**src/hdl/aisp_pkg.sv**
```systemverilog
// Package for the ARM64 immediate sequence planner.
// Holds the move kind codes, chunk geometry and the plan record passed front to back.
// No dependencies.
`timescale 1ns / 1ps
`default_nettype none

package aisp_pkg;

  localparam int unsigned ImmW    = 64;
  localparam int unsigned ChunkW  = 16;
  localparam int unsigned NChunks = ImmW / ChunkW;

  typedef enum logic [1:0] {
    MOVE_MOVZ = 2'd0,
    MOVE_MOVN = 2'd1,
    MOVE_MOVK = 2'd2,
    MOVE_ORR  = 2'd3
  } move_kind_e;

  // One classified constant: either a single instruction or a MOVZ/MOVN + MOVK run
  typedef struct packed {
    logic               single;      // one instruction, taken from kind/narrow/value
    move_kind_e         kind;
    logic               narrow;
    logic               fill_ones;   // general case: fill is all-ones, opener is MOVN
    logic [NChunks-1:0] chunk_mask;  // general case: chunks that differ from the fill
    logic [ImmW-1:0]    value;       // single operand, or the constant itself
  } plan_t;

endpackage

`default_nettype wire

```
**src/hdl/aisp_if.sv**
```systemverilog
// Valid/ready channel interfaces for the planner: constant in, instruction out.
// Depends on aisp_pkg for the field widths.
`timescale 1ns / 1ps
`default_nettype none

interface aisp_in_if;
  logic                       valid;
  logic                       ready;
  logic [aisp_pkg::ImmW-1:0]  imm_value;

  modport source (output valid, output imm_value, input ready);
  modport sink   (input valid, input imm_value, output ready);
endinterface

interface aisp_out_if;
  logic                       valid;
  logic                       ready;
  logic [1:0]                 move_kind;
  logic                       narrow_dest;
  logic [aisp_pkg::ImmW-1:0]  operand_value;
  logic                       last_move;

  modport source (output valid, output move_kind, output narrow_dest,
                  output operand_value, output last_move, input ready);
  modport sink   (input valid, input move_kind, input narrow_dest,
                  input operand_value, input last_move, output ready);
endinterface

`default_nettype wire

```
**src/hdl/aisp_front.sv**
```systemverilog
// Front end: takes constant beats into an input register and classifies them into plans.
// Depends on aisp_pkg and aisp_in_if.
`timescale 1ns / 1ps
`default_nettype none

module aisp_front (
  input  wire logic            clk_i,
  input  wire logic            rst_ni,
  aisp_in_if.sink              in_i,
  input  wire logic            q_full_i,
  output aisp_pkg::plan_t      plan_o,
  output logic                 push_o
);
  import aisp_pkg::*;

  logic            valid_q, valid_d;
  logic [ImmW-1:0] imm_q;

  // At most one aligned chunk is nonzero
  function automatic logic one_chunk(input logic [ImmW-1:0] v);
    logic [NChunks-1:0] nz;
    for (int n = 0; n < NChunks; n++) begin
      nz[n] = v[n*ChunkW +: ChunkW] != '0;
    end
    return (nz & (nz - NChunks'(1))) == '0;
  endfunction

  // Logical immediate test: find the repeating element, then require exactly two
  // bit transitions around it. Zero and all-ones give no transitions.
  function automatic logic logical_imm(input logic [ImmW-1:0] v, input logic is32);
    logic [63:0] diff;
    logic [63:0] d1;
    logic [31:0] x32;
    logic [15:0] x16;
    logic [7:0]  x8;
    logic [3:0]  x4;
    logic [1:0]  x2;
    x32 = v[31:0];
    x16 = v[15:0];
    x8  = v[7:0];
    x4  = v[3:0];
    x2  = v[1:0];
    priority if (!is32 && (v[31:0] != v[63:32])) begin
      diff = v ^ {v[0], v[63:1]};
    end else if (v[15:0] != v[31:16]) begin
      diff = {32'd0, x32 ^ {x32[0], x32[31:1]}};
    end else if (v[7:0] != v[15:8]) begin
      diff = {48'd0, x16 ^ {x16[0], x16[15:1]}};
    end else if (v[3:0] != v[7:4]) begin
      diff = {56'd0, x8 ^ {x8[0], x8[7:1]}};
    end else if (v[1:0] != v[3:2]) begin
      diff = {60'd0, x4 ^ {x4[0], x4[3:1]}};
    end else begin
      diff = {62'd0, x2 ^ {x2[0], x2[1]}};
    end
    d1 = diff & (diff - 64'd1);
    return (d1 != '0) && ((d1 & (d1 - 64'd1)) == '0);
  endfunction

  // Input register: a new beat is taken when it is empty or the held one moves on
  assign push_o    = valid_q && !q_full_i;
  assign in_i.ready = !valid_q || !q_full_i;

  always_comb begin
    valid_d = valid_q;
    if (in_i.ready) begin
      valid_d = in_i.valid;
    end
  end

  always_ff @(posedge clk_i or negedge rst_ni) begin
    if (!rst_ni) begin
      valid_q <= 1'b0;
    end else begin
      valid_q <= valid_d;
    end
  end

  always_ff @(posedge clk_i) begin
    if (in_i.valid && in_i.ready) begin
      imm_q <= in_i.imm_value;
    end
  end

  // Classification, rules tried in order
  always_comb begin
    logic [ImmW-1:0]  inv;
    logic             upper_zero;
    logic [2:0]       zeros;
    logic [2:0]       ones;
    logic [ChunkW-1:0] c;
    logic             fill;
    inv        = ~imm_q;
    upper_zero = imm_q[63:32] == '0;
    zeros      = '0;
    ones       = '0;
    for (int n = 0; n < NChunks; n++) begin
      c = imm_q[n*ChunkW +: ChunkW];
      zeros = zeros + 3'(c == '0);
      ones  = ones + 3'(c == '1);
    end
    fill = ones > zeros;

    plan_o.single    = 1'b1;
    plan_o.kind      = MOVE_MOVZ;
    plan_o.narrow    = 1'b0;
    plan_o.fill_ones = fill;
    plan_o.value     = imm_q;
    for (int n = 0; n < NChunks; n++) begin
      plan_o.chunk_mask[n] = imm_q[n*ChunkW +: ChunkW] != {ChunkW{fill}};
    end

    priority if (one_chunk(imm_q)) begin
      plan_o.kind = MOVE_MOVZ;
    end else if (one_chunk(inv)) begin
      plan_o.kind  = MOVE_MOVN;
      plan_o.value = inv;
    end else if (upper_zero && (imm_q[31:16] == '1 || imm_q[15:0] == '1)) begin
      plan_o.kind   = MOVE_MOVN;
      plan_o.narrow = 1'b1;
      plan_o.value  = {32'd0, inv[31:0]};
    end else if (upper_zero && logical_imm(imm_q, 1'b1)) begin
      plan_o.kind   = MOVE_ORR;
      plan_o.narrow = 1'b1;
    end else if (logical_imm(imm_q, 1'b0)) begin
      plan_o.kind = MOVE_ORR;
    end else begin
      plan_o.single = 1'b0;
    end
  end

endmodule

`default_nettype wire

```
**src/hdl/aisp_queue.sv**
```systemverilog
// Short plan queue between the front and back ends.
// Depends on aisp_pkg for the plan record.
`timescale 1ns / 1ps
`default_nettype none

module aisp_queue #(
  parameter int unsigned DEPTH = 2
) (
  input  wire logic             clk_i,
  input  wire logic             rst_ni,
  input  wire logic             push_i,
  input  aisp_pkg::plan_t       plan_i,
  output logic                  full_o,
  input  wire logic             pop_i,
  output aisp_pkg::plan_t       head_o,
  output logic                  head_valid_o
);
  import aisp_pkg::*;

  localparam int unsigned PtrW = $clog2(DEPTH);
  localparam int unsigned CntW = $clog2(DEPTH + 1);

  plan_t             entry_q [DEPTH];
  logic [PtrW-1:0]   wr_q, wr_d, rd_q, rd_d;
  logic [CntW-1:0]   cnt_q, cnt_d;

  assign full_o       = cnt_q == CntW'(DEPTH);
  assign head_valid_o = cnt_q != '0;
  assign head_o       = entry_q[rd_q];

  // Pointer and fill count update
  always_comb begin
    wr_d  = wr_q;
    rd_d  = rd_q;
    cnt_d = cnt_q;
    if (push_i) begin
      wr_d = (wr_q == PtrW'(DEPTH - 1)) ? '0 : wr_q + PtrW'(1);
    end
    if (pop_i) begin
      rd_d = (rd_q == PtrW'(DEPTH - 1)) ? '0 : rd_q + PtrW'(1);
    end
    unique case ({push_i, pop_i})
      2'b10:   cnt_d = cnt_q + CntW'(1);
      2'b01:   cnt_d = cnt_q - CntW'(1);
      default: cnt_d = cnt_q;
    endcase
  end

  always_ff @(posedge clk_i or negedge rst_ni) begin
    if (!rst_ni) begin
      wr_q  <= '0;
      rd_q  <= '0;
      cnt_q <= '0;
    end else begin
      wr_q  <= wr_d;
      rd_q  <= rd_d;
      cnt_q <= cnt_d;
    end
  end

  always_ff @(posedge clk_i) begin
    if (push_i) begin
      entry_q[wr_q] <= plan_i;
    end
  end

endmodule

`default_nettype wire

```
**src/hdl/aisp_back.sv**
```systemverilog
// Back end: walks the head plan, one instruction beat per cycle while out_o is ready.
// Depends on aisp_pkg and aisp_out_if.
`timescale 1ns / 1ps
`default_nettype none

module aisp_back (
  input  wire logic             clk_i,
  input  wire logic             rst_ni,
  input  aisp_pkg::plan_t       head_i,
  input  wire logic             head_valid_i,
  output logic                  pop_o,
  aisp_out_if.source            out_o
);
  import aisp_pkg::*;

  logic               busy_q, busy_d;        // a general plan is part way through
  logic [NChunks-1:0] rem_q, rem_d;
  logic               out_valid_q, out_valid_d;
  move_kind_e         kind_q, kind_d;
  logic               narrow_q, narrow_d;
  logic [ImmW-1:0]    operand_q, operand_d;
  logic               last_q, last_d;
  logic               load;

  // Output register frees up when empty or taken this cycle
  assign load = !out_valid_q || out_o.ready;

  always_comb begin
    logic [NChunks-1:0] rem;
    logic [NChunks-1:0] rem_next;
    logic [1:0]         pos;
    logic [ChunkW-1:0]  chunk;
    logic               first;
    rem         = busy_q ? rem_q : head_i.chunk_mask;
    first       = !busy_q;
    busy_d      = busy_q;
    rem_d       = rem_q;
    pop_o       = 1'b0;
    out_valid_d = load ? 1'b0 : out_valid_q;
    kind_d      = kind_q;
    narrow_d    = narrow_q;
    operand_d   = operand_q;
    last_d      = last_q;

    // Lowest chunk still to be written
    priority if (rem[0]) begin
      pos = 2'd0;
    end else if (rem[1]) begin
      pos = 2'd1;
    end else if (rem[2]) begin
      pos = 2'd2;
    end else begin
      pos = 2'd3;
    end
    rem_next = rem & ~(NChunks'(1) << pos);
    chunk    = head_i.value[{pos, 4'b0} +: ChunkW];

    if (head_valid_i && load) begin
      if (head_i.single) begin
        out_valid_d = 1'b1;
        kind_d      = head_i.kind;
        narrow_d    = head_i.narrow;
        operand_d   = head_i.value;
        last_d      = 1'b1;
        pop_o       = 1'b1;
      end else if (rem == '0) begin
        // nothing to emit: drop the plan
        pop_o  = 1'b1;
        busy_d = 1'b0;
      end else begin
        out_valid_d = 1'b1;
        narrow_d    = 1'b0;
        operand_d   = '0;
        operand_d[{pos, 4'b0} +: ChunkW] =
          chunk ^ {ChunkW{first && head_i.fill_ones}};
        if (!first) begin
          kind_d = MOVE_MOVK;
        end else if (head_i.fill_ones) begin
          kind_d = MOVE_MOVN;
        end else begin
          kind_d = MOVE_MOVZ;
        end
        last_d = rem_next == '0;
        if (rem_next == '0) begin
          pop_o  = 1'b1;
          busy_d = 1'b0;
        end else begin
          busy_d = 1'b1;
          rem_d  = rem_next;
        end
      end
    end
  end

  always_ff @(posedge clk_i or negedge rst_ni) begin
    if (!rst_ni) begin
      busy_q      <= 1'b0;
      rem_q       <= '0;
      out_valid_q <= 1'b0;
    end else begin
      busy_q      <= busy_d;
      rem_q       <= rem_d;
      out_valid_q <= out_valid_d;
    end
  end

  always_ff @(posedge clk_i) begin
    kind_q    <= kind_d;
    narrow_q  <= narrow_d;
    operand_q <= operand_d;
    last_q    <= last_d;
  end

  assign out_o.valid         = out_valid_q;
  assign out_o.move_kind     = kind_q;
  assign out_o.narrow_dest   = narrow_q;
  assign out_o.operand_value = operand_q;
  assign out_o.last_move     = last_q;

endmodule

`default_nettype wire

```
**src/hdl/arm64_immediate_sequence_planner_unit.sv**
```systemverilog
// Top level of the ARM64 immediate sequence planner: front end, plan queue, back end.
// Depends on aisp_pkg, aisp_if, aisp_front, aisp_queue and aisp_back.
`timescale 1ns / 1ps
`default_nettype none

// Each 64-bit constant beat on in_i yields one to four instruction beats on out_o, the
// final one flagged by last_move. Constants that fit a single MOVZ, MOVN or ORR give one
// beat; otherwise a MOVZ or MOVN opener is followed by a MOVK for each further chunk that
// differs from the fill. The back end emits one instruction per clock while out_o is not
// stalled, so a constant with more instructions occupies it longer; that output sequencer
// sets the sustained rate. The front end classifies a constant combinationally from its
// input register and runs ahead into a QUEUE_DEPTH-entry plan queue (at least 2), so input
// beats keep flowing while a long sequence or a stalled output drains, until the queue
// fills. A constant passes the front input register, the queue and the output register.
module arm64_immediate_sequence_planner_unit #(
  parameter int unsigned QUEUE_DEPTH = 2
) (
  input  wire logic   clk_i,
  input  wire logic   rst_ni,
  aisp_in_if.sink     in_i,
  aisp_out_if.source  out_o
);
  import aisp_pkg::*;

  plan_t front_plan;
  plan_t head_plan;
  logic  q_push;
  logic  q_full;
  logic  q_pop;
  logic  q_head_valid;

  aisp_front u_front (
    .clk_i    (clk_i),
    .rst_ni   (rst_ni),
    .in_i     (in_i),
    .q_full_i (q_full),
    .plan_o   (front_plan),
    .push_o   (q_push)
  );

  aisp_queue #(
    .DEPTH (QUEUE_DEPTH)
  ) u_queue (
    .clk_i        (clk_i),
    .rst_ni       (rst_ni),
    .push_i       (q_push),
    .plan_i       (front_plan),
    .full_o       (q_full),
    .pop_i        (q_pop),
    .head_o       (head_plan),
    .head_valid_o (q_head_valid)
  );

  aisp_back u_back (
    .clk_i        (clk_i),
    .rst_ni       (rst_ni),
    .head_i       (head_plan),
    .head_valid_i (q_head_valid),
    .pop_o        (q_pop),
    .out_o        (out_o)
  );

  // The front never writes a full queue
  assert property (@(posedge clk_i) disable iff (!rst_ni) q_push |-> !q_full)
    else $error("plan pushed into full queue");

  // The back only retires a plan that is there
  assert property (@(posedge clk_i) disable iff (!rst_ni) q_pop |-> q_head_valid)
    else $error("plan popped from empty queue");

  // ORR and narrow moves are always single-instruction sequences
  assert property (@(posedge clk_i) disable iff (!rst_ni)
    out_o.valid && (out_o.move_kind == MOVE_ORR || out_o.narrow_dest) |-> out_o.last_move)
    else $error("ORR or narrow move not marked last");

endmodule

`default_nettype wire

```
**src/flat_wrapper.sv**
```systemverilog
// flat-port wrapper written by rule: the top's interface ports become plain ports
module arm64_immediate_sequence_planner_unit_flat import aisp_pkg::*;
#(
  parameter int unsigned QUEUE_DEPTH = 2
)
  (clk_i, rst_ni, in_i_valid, in_i_imm_value, in_i_ready, out_o_valid, out_o_move_kind, out_o_narrow_dest, out_o_operand_value, out_o_last_move, out_o_ready);
  aisp_in_if in_i_i ();
  aisp_out_if out_o_i ();
  input  wire logic clk_i;
  input  wire logic rst_ni;
  input wire logic [$bits(in_i_i.valid)-1:0] in_i_valid;
  input wire logic [$bits(in_i_i.imm_value)-1:0] in_i_imm_value;
  output wire logic [$bits(in_i_i.ready)-1:0] in_i_ready;
  output wire logic [$bits(out_o_i.valid)-1:0] out_o_valid;
  output wire logic [$bits(out_o_i.move_kind)-1:0] out_o_move_kind;
  output wire logic [$bits(out_o_i.narrow_dest)-1:0] out_o_narrow_dest;
  output wire logic [$bits(out_o_i.operand_value)-1:0] out_o_operand_value;
  output wire logic [$bits(out_o_i.last_move)-1:0] out_o_last_move;
  input wire logic [$bits(out_o_i.ready)-1:0] out_o_ready;
  assign in_i_i.valid = in_i_valid;
  assign in_i_i.imm_value = in_i_imm_value;
  assign in_i_ready = in_i_i.ready;
  assign out_o_valid = out_o_i.valid;
  assign out_o_move_kind = out_o_i.move_kind;
  assign out_o_narrow_dest = out_o_i.narrow_dest;
  assign out_o_operand_value = out_o_i.operand_value;
  assign out_o_last_move = out_o_i.last_move;
  assign out_o_i.ready = out_o_ready;
  arm64_immediate_sequence_planner_unit #(.QUEUE_DEPTH(QUEUE_DEPTH)) u_core (.clk_i(clk_i), .rst_ni(rst_ni), .in_i(in_i_i), .out_o(out_o_i));
endmodule
```
**config.mk**
```make
export PLATFORM = sky130hd
export DESIGN_NAME = arm64_immediate_sequence_planner_unit_flat
export DESIGN_NICKNAME = d
export VERILOG_FILES = /design/src/hdl/aisp_pkg.sv /design/src/hdl/aisp_if.sv /design/src/hdl/aisp_front.sv /design/src/hdl/aisp_queue.sv /design/src/hdl/aisp_back.sv /design/src/hdl/arm64_immediate_sequence_planner_unit.sv /design/src/flat_wrapper.sv
export SDC_FILE = /design/constraint.sdc
export NUM_CORES = 1
export LEC_CHECK = 0
export BUFFER_PORTS_ARGS = -buffer_cell sky130_fd_sc_hd__buf_2
export CAP_MARGIN = 10
export CORE_ASPECT_RATIO = 2
export CORE_UTILIZATION = 56
export DETAILED_ROUTE_END_ITERATION = 8
export GPL_ROUTABILITY_DRIVEN = 1
export PLACE_DENSITY = 0.78
export SLEW_MARGIN = 10
export SYNTH_ARGS = -nofsm -noshare
export SYNTH_HDL_FRONTEND = slang
export SYNTH_SLANG_ARGS = --single-unit
```
**constraint.sdc**
```tcl
create_clock -name clk_i -period 5.54 [get_ports clk_i]
set_input_delay 0.277 -clock clk_i [delete_from_list [all_inputs] [get_ports clk_i]]
set_output_delay 0.277 -clock clk_i [all_outputs]
set_load 0.02 [all_outputs]
```
Yosys cells after proc, flatten, opt, wreduce, memory -nomap -nowiden
Memory sizes are Yosys's and may differ from the RTL's.
Index checks and enable logic that the tools add are counted.
- flip-flop bits (word level): 143
- RAM bits: 146
- bits of input ports: 68
- output and inout bits: 70
- memories: 1
- memory list (memory ; words ; bits a word ; read ports ; clocked after memory_dff ; write ports ; RTL line ; RTL):
    u_core.u_queue.entry_q ; 2 ; 73 ; 1 ; 0 ; 1 ; aisp_queue.sv:23 ; plan_t entry_q [DEPTH];
- add/sub/neg operators: 17
- order comparisons: 1
- equality and inequality tests: 17
- shift-type cells: 4
- multiplexer cells: 56
- bitwise operators: 20
- reductions and logical operators: 41
- operators by type and width (kind ; count):
    2-to-1 mux 64 bit ; 16
    bitwise AND 64 bit ; 5
    subtractor 64 x 1 -> 64 bit (second input constant) ; 4
    zero test 64 bit ; 2
    nonzero test 16 bit ; 8
    nonzero test 64 bit ; 2
    inequality test 16 bit ; 5
    equality test 16 bit (second input constant) ; 4
    zero test 16 bit ; 4
    NOT 64 bit ; 1
    variable shift 16 x 8 -> 64 bit (first input constant) ; 1
    indexed part select 16 x 8 -> 64 bit ; 1
    indexed part select 64 x 7 -> 16 bit ; 1
    XOR 64 bit ; 1
    zero test 32 bit ; 1
    inequality test 32 bit ; 1
    XOR 16 bit ; 2
    XOR 32 bit ; 1
    2-to-1 mux 1 bit ; 27
    2-to-1 mux 2 bit ; 9
    zero test 4 bit ; 4
    bitwise AND 4 bit ; 3
    logical AND 1 bit ; 8
    2-to-1 mux 4 bit ; 2
    other kinds (28) ; 43

Longest topological paths before layout
Gate-level depths: netlist of the first run.
- word-level depth: 30
- depth in mapped cells: 20
- depth with buffers taken out: 17

Hierarchy
A second synthesis of the first run with hierarchy kept.
- cell total of the unflattened synthesis: 1864
- area total of the unflattened synthesis: 19547.5 um^2
- by module, submodules not included (module ; instances ; cells each ; area an instance (um^2)):
    aisp_front ; 1 ; 1226 ; 9437.8
    aisp_queue ; 1 ; 243 ; 5701.7
    aisp_back ; 1 ; 395 ; 4408.0

Worst setup path after synthesis of the first run
OpenSTA, ideal clock, no wires.
- kind: flip-flop to flip-flop
- start: register u_core.u_queue.rd_q
- end: register u_core.u_back.last_q, in the netlist u_core.u_back.out_o.last_move, enable pin
- setup time: 533 ps
- arrival: 5224 ps
- path slack: -217 ps
- stages on the path, launching flop included: 6
- path buffers: 3
- path through: dfrtp_1 -> clkbuf_1 -> clkbuf_1 -> mux2i_1 -> clkbuf_1 -> a41oi_1
- cells in the longest elaborated chain, start to end: 5
- ends and longest elaborated chain (item ; RTL line ; RTL):
    start, declared ; aisp_queue.sv:24 ; logic [PtrW-1:0] wr_q, wr_d, rd_q, rd_d;
    start signal, assigned ; aisp_queue.sv:56 ; rd_q <= rd_d;
    memory read (2 x 73 bit) (*) ; n/a ;
    2-to-1 mux 4 bit ; aisp_back.sv:34 ; rem = busy_q ? rem_q : head_i.chunk_mask;
    zero test 4 bit ; aisp_back.sv:66 ; end else if (rem == '0) begin
    inequality test 2 x 1 -> 1 bit (no source line) (*) ; n/a ;
    AND reduction 2 bit (no source line) (*) ; n/a ;
    end signal, assigned ; aisp_back.sv:111 ; last_q <= last_d;
    end, declared ; aisp_back.sv:22 ; logic last_q, last_d;
Mark *: on every way between the ends. The rest lies on a longest branch, timed or not.
A chain may end at the register's enable or synchronous reset.

==> run summary, run 1 <==
R2R depth: 22
Final Cycle Share: 0.990
Synthesized flop and latch total: 289
Synthesized area: 18,500 sq um
Setup CP Type: register to register
Sink Count: 289
TritonCTS clock tree: built
Post-route ant nets: 0
Clock tree buffer depth: 3
CP arrival: 5860 ps
Synthesis-to-finish area growth: 24.8%
Unique cell type count in the Yosys netlist: 96
Grt met3 use: 0.0565
GRT Residual Overflow: 0
Hold Path Class: primary input to register
Critical Path Source Type: register
Most frequent cell after synthesis: edfxtp_1
Largest net degree at the start of global routing: 74
PD cells: 478 nW/um^2
Sequential area share after synthesis: 0.466
Final WL: 69,900 um
Peak VDD IR: 0.485 mV
N_diodes: 0
Area leader, netlist: edfxtp_1
Initial DRC Count: 1,358
Top cell type's share of synthesized area: 0.451
Final nets: 2,292
Slew Viols, Final: 0
Synth Flop Type: edfxtp_1
GPL Wtd Cong: 1.03
Die area: 33,800 sq um
FF-to-FF setup slack: 50 ps
Synth async-reset ratio: 0.0381
Worst-Skew Late Latency: 550 ps
Inserted Clock Buffers: 26
Fin Clk Skew: 15.5 ps
Critical Path RT: 5910 ps
Initial antenna violation count: 1
Fillers: 2,407
Vias: 16.6k
Warnings from Yosys: 0
Largest cells by area after synthesis: edfxtp_1, ha_1, mux2i_1, xnor2_1, xor2_1
Worst slew pin tran: 1110 ps
Mapped Cells: 1,777
FF/Latch Area: 8630 sq um
Reg2reg end: u_core.u_queue.entry_q[1][70]
Slew HR: 0.258
Final design utilization: 0.714
Post-synth EDFFs: 278
Initial Util: 0.572
Row cnt: 93
Drt first pass iters: 5
Hold Crit Depth: 1
Top-Level Pins: 138
Post-route setup TNS: 0 ps
Crit end category: register
Hold EP: u_core.u_front.imm_q[27]
GRT Total Usage: 0.415
Syn Area/Cell: 10.4 sq um
Vias in the first global route: 16.5k
Wire per inst: 27.0 um
Die H: 259 um
Post-Syn Nets: 1,926
Crit Path Max Fanout: 13
Clock slew at reported path FFs: 70 ps
Met2 Usage GRT: 0.728
Hold path startpoint: in_i_imm_value[27]
Fmax: 182 MHz
Area of the multi-input gates: 9220 sq um
IO Port Bufs: 137
Hold slack final: 37.5 ps
Met1 GRT Util: 0.390
Fin. Hold Viols: 0
Share of cells above drive strength 1: 0.257
Min Tclk post-route: 5490 ps
Outcome: complete, no violations
DRC viols: 0
Die Width: 131 um
H-tree depth: 1
Final setup vio count: 0
Worst r2r src: u_core.u_front.imm_q[11]
Leak: 9.10 nW
Core area: 32,300 sq um
Hpwl dp: 52,800 um
GRT busiest layer: met2
Vias per cell: 6.41
Maxcap violations: 0
Root Driver: clkbuf_16
Global-route wire length before repair: 101,000 um
Commonest cells post-synth: edfxtp_1, nor2_1, nand2_1, inv_1, o21ai_0
## flip-flops by register name, indices dropped and copies added (netlist names), 2 cells and up
name                               cells
u_core.u_back.out_o.move_kind          2
u_core.u_back.out_o.operand_value     64
u_core.u_back.rem_q                    4
u_core.u_front.imm_q                  64
u_core.u_queue.cnt_q                   2
u_core.u_queue.entry_q               146
## report_power, final
part	leakage (nW)	total [W]	switching [W]	internal [W]
sequential	2.78	0.00371	0.000343	0.00337
combinational	5.86	0.00529	0.00350	0.00179
clock	0.462	0.00203	0.000848	0.00118
total	9.10	0.0110	0.00469	0.00634
## layout by cell type, fill, tap and decap left out, types with 61 or more instances in the layout
master         instances
edfxtp_1             278
buf_4                271
buf_2                137
nor2_1               123
nand2_1              118
inv_1                 89
o21ai_0               80
ha_1                  78
xor2_1                77
xnor2_1               77
mux2i_1               74
o22ai_1               73
a21oi_1               67
dlygate4sd3_1         65
nand4_1               61
## logic make-up after synthesis
family          after synthesis  share of synthesized area
xor+xnor                    156                     0.0738
mux                          85                     0.0497
compound gates              394                      0.142
flops                       289                      0.466
simple gates                543                      0.159
fa+ha+maj                    83                     0.0566
buf+inv                     227                     0.0528
## metal layers
| metal | routed length (um) | part of all wire |
|---|---|---|
| met2 | 35300 | 0.51 |
| met3 | 3860 | 0.055 |
| met4 | 9620 | 0.14 |
| met5 | 13 | 0.00019 |
| met1 | 21100 | 0.30 |
## worst max-delay path: stages, from the launching register on
cell      delay [ps]
edfxtp_1         540
buf_4            200
xor2_1           330
nor4_4           100
buf_4            150
nand2_1          140
buf_4            200
nor4_1            90
o31a_1           300
or4_4            520
buf_4            230
buf_4            210
o311ai_2         360
buf_4            200
nand3_1           80
nor2_2           160
buf_4            140
nand4_1          200
nor4bb_2         360
o221ai_1         200
a21oi_2          190
nand4_1          160
a31oi_1          240
## layout make-up
type                       instances  share of cell area
clock buffer                      28              0.0294
clock inverter                    18              0.0122
inverter                          89              0.0145
multi-input combinational       1261               0.399
sequential                       289               0.373
tap                              427              0.0231
timing repair buffer             476               0.148
## worst max path at each step
stage / startpoint / end / slack (ps)
floorplan: u_core.u_front.imm_q[4] / u_core.u_queue.entry_q[0][71] / 730
global placement: u_core.u_front.imm_q[26] / u_core.u_queue.entry_q[0][71] / -230
detailed placement: u_core.u_front.imm_q[26] / u_core.u_queue.entry_q[0][71] / -240
CTS: u_core.u_front.imm_q[8] / u_core.u_queue.entry_q[1][71] / 40
global route: u_core.u_front.imm_q[11] / u_core.u_queue.entry_q[0][70] / -140
finish: u_core.u_front.imm_q[11] / u_core.u_queue.entry_q[1][70] / 50
## through the flow
stage	instance area [sq um]	power, W	worst slack (ps)	std cells
3_3_place_gp	20900	0.00860	-232	2439
2_1_floorplan	18500	0.00682	734	1777
5_1_grt	23100	0.0115	-135	2588
6_report	23100	0.0110	54.1	2588
3_5_place_dp	20900	0.00871	-241	2439
4_1_cts	22600	0.0108	43.2	2550
## what timing repair did
action | CTS | global route
pin swaps | 0 | 8
hold endpoints to repair | 74 | 1
setup buffers | 1 | 37
gates resized for setup | 8 | 42
hold buffers | 64 | 1
setup endpoints to repair | 8 | 8
No activity file was read; power rests on OpenSTA's default activity.
==> run 2, diff against run 1 <==
REMOVE_ABC_BUFFERS = 1   (was not set)
==> run summary, run 2 (same netlist as run 1, synthesis figures left out) <==
Outcome: complete, but fails checks
Violated checks: setup timing
Global-route wire length before repair: 102,000 um (+0.73%)
Final worst slack: -58.1 ps (-112 ps)
Initial antenna violation count: 2 (+1)
Placed cell count: 2,499 (+2.5%)
Tot Pwr: 0.0106 W (-3.9%)
RSZ-0062 raised after global routing: true
Worst slew pin tran: 1080 ps (-28.4 ps)
Crit end category: register
Vias in the first global route: 17.1k (+3.6%)
GRT busiest layer: met2
CP arrival: 5950 ps (+90 ps)
Worst-Skew Late Latency: 540 ps (about the same)
TritonCTS clock tree: built
Final WL: 71,300 um (+2.0%)
Final Cycle Share: 1.01 (+0.0202)
Fmax: 179 MHz (-2.0%)
Synthesis-to-finish area growth: 28.6%
GPL Wtd Cong: 1.02 (-0.44%)
Die Width: 131 um (unchanged)
DRC viols: 0 (unchanged)
Peak VDD IR: 0.418 mV (-14%)
Die H: 259 um (unchanged)
Clock tree buffer depth: 3 (unchanged)
GRT Residual Overflow: 0 (unchanged)
Initial Util: 0.572 (unchanged)
Top-Level Pins: 138 (unchanged)
Fin Clk Skew: 26.6 ps (+11.2 ps)
Post-DP Area: 21,400 sq um (+2.1%)
Sink Count: 289 (unchanged)
Initial DRC Count: 1,245 (-8.3%)
Setup CP Type: register to register
Hold slack final: 103 ps (+65.3 ps)
Maxcap violations: 0 (unchanged)
Hpwl dp: 53,200 um (+0.71%)
Met1 GRT Util: 0.372 (-0.0179)
PD cells: 445 nW/um^2 (-6.7%)
Met2 Usage GRT: 0.752 (+0.0241)
Cell area after layout: 23,800 sq um (+3.0%)
Final design utilization: 0.736 (+0.0217)
Commonest non-fill, non-tap cells in the layout: buf_4, edfxtp_1, buf_2, nor2_1, nand2_1
Row cnt: 93 (unchanged)
Share of cells above drive strength 1: 0.292 (+0.0347)
Crit Path Max Fanout: 7 (-6)
Slew HR: 0.273 (+0.0151)
Die area: 33,800 sq um (unchanged)
Largest register FFs: 146 (unchanged)
Final nets: 2,376 (+3.7%)
Leading cell type in the layout, fill and taps excluded: buf_4
Hold path startpoint: out_o_ready
Inserted Clock Buffers: 23 (-12%)
Leak: 9.44 nW (+3.7%)
Largest net degree at the start of global routing: 74 (unchanged)
Worst r2r src: u_core.u_front.imm_q[5]
Core area: 32,300 sq um (unchanged)
Vias per cell: 6.47 (+0.96%)
H-tree depth: 1 (unchanged)
Critical Path Source Type: register
Hold Path Class: primary input to register
Final setup vio count: 4 (+4)
Drt first pass iters: 6 (+1)
Wire per inst: 26.7 um (-1.3%)
Post-route insts no fill: 2,672 (+3.2%)
Vias: 17.3k (+4.2%)
Critical Path RT: 5890 ps (-20 ps)
Fin. Hold Viols: 0 (unchanged)
Top reg by flops: u_core.u_queue.entry_q
IO Port Bufs: 137 (unchanged)
Clock slew at reported path FFs: 70 ps (about the same)
Crit path from: u_core.u_front.imm_q[5]
Grt met3 use: 0.0577 (+0.00124)
GRT Total Usage: 0.419 (+0.00334)
Min Tclk post-route: 5600 ps (+112 ps)
Root Driver: clkbuf_16
Post-route ant nets: 0 (unchanged)
Slew Viols, Final: 0 (unchanged)
[run 2: changes by cell type in the layout (fill, tap and decap cells not counted), moves of 3 or more]
cell,before,now
clkinv_2,4,1
clkbuf_16,27,23
buf_4,271,345
nor2_1,123,120
buf_6,1,8
xnor2_1,77,70
nor4_4,4,8
clkinv_1,0,3
nor4_2,11,8
bufinv_16,6,3
xnor2_2,1,8
nor2_2,3,6
[run 2: routing by layer]
layer / vias up / wire length, um
li1: 7590 / -
met3: 415 / 4100
met5: - / 0
met4: 0 / 9670
met2: 1053 / 36300
met1: 8227 / 21200
[run 2: area by class of cell]
type,instances,area (sq um)
diodes,2,5.00
clock buffers,26,587
clock inverters,15,181
fillers,2350,8550
inverters,89,334
multi-input cells,1262,9410
flip-flops and latches,289,8630
well taps,427,534
repair buffers,562,4120
[run 2: what timing repair did]
action	CTS	global route
setup buffers	10	52
endpoints found under the hold margin	76	0
hold buffers	66	0
endpoints found under the setup margin	6	6
resized for setup	11	78
gates cloned	0	2
pin swaps	0	48
[run 2: final timing paths]
check                                                     end  slack, ps  cells after the start
worst max-delay path            u_core.u_queue.entry_q[0][71]        -60                     19
worst min-delay path                u_core.u_back.out_o.valid        100                      3
worst max register to register  u_core.u_queue.entry_q[0][71]        -60                     19
worst min register to register         u_core.u_back.rem_q[3]        550                      1
max in group asynchronous                 u_core.u_queue.rd_q       5150                      2
min in group asynchronous             u_core.u_queue.cnt_q[1]        170                      2
[run 2: through the flow]
stage	worst slack (ps)	setup TNS [ps]
4_1_cts	34.2	0
3_5_place_dp	-328	-1730
5_1_grt	-154	-564
3_3_place_gp	-183	-971
2_1_floorplan	-4510	-402270
6_report	-58.1	-128
[run 2: critical path, cell delays in order, from the launching register on]
cell and delay, ps:
edfxtp_1 530, buf_4 200, xor2_1 200, nor4_2 430
and3_4 270, a21oi_2 60, o31a_1 360, or4_4 610
buf_4 170, o41ai_2 480, a21oi_2 150, nor4b_4 350
buf_4 200, nand4_1 150, buf_4 200, nor2_4 150
o211ai_1 120, a211oi_2 300, a41oi_2 230, nor3_2 240
[run 2: report_power, final]
part,internal [W],switching (W),total [W]
clock,0.000920,0.000798,0.00172
sequential,0.00336,0.000343,0.00371
combinational,0.00188,0.00329,0.00518
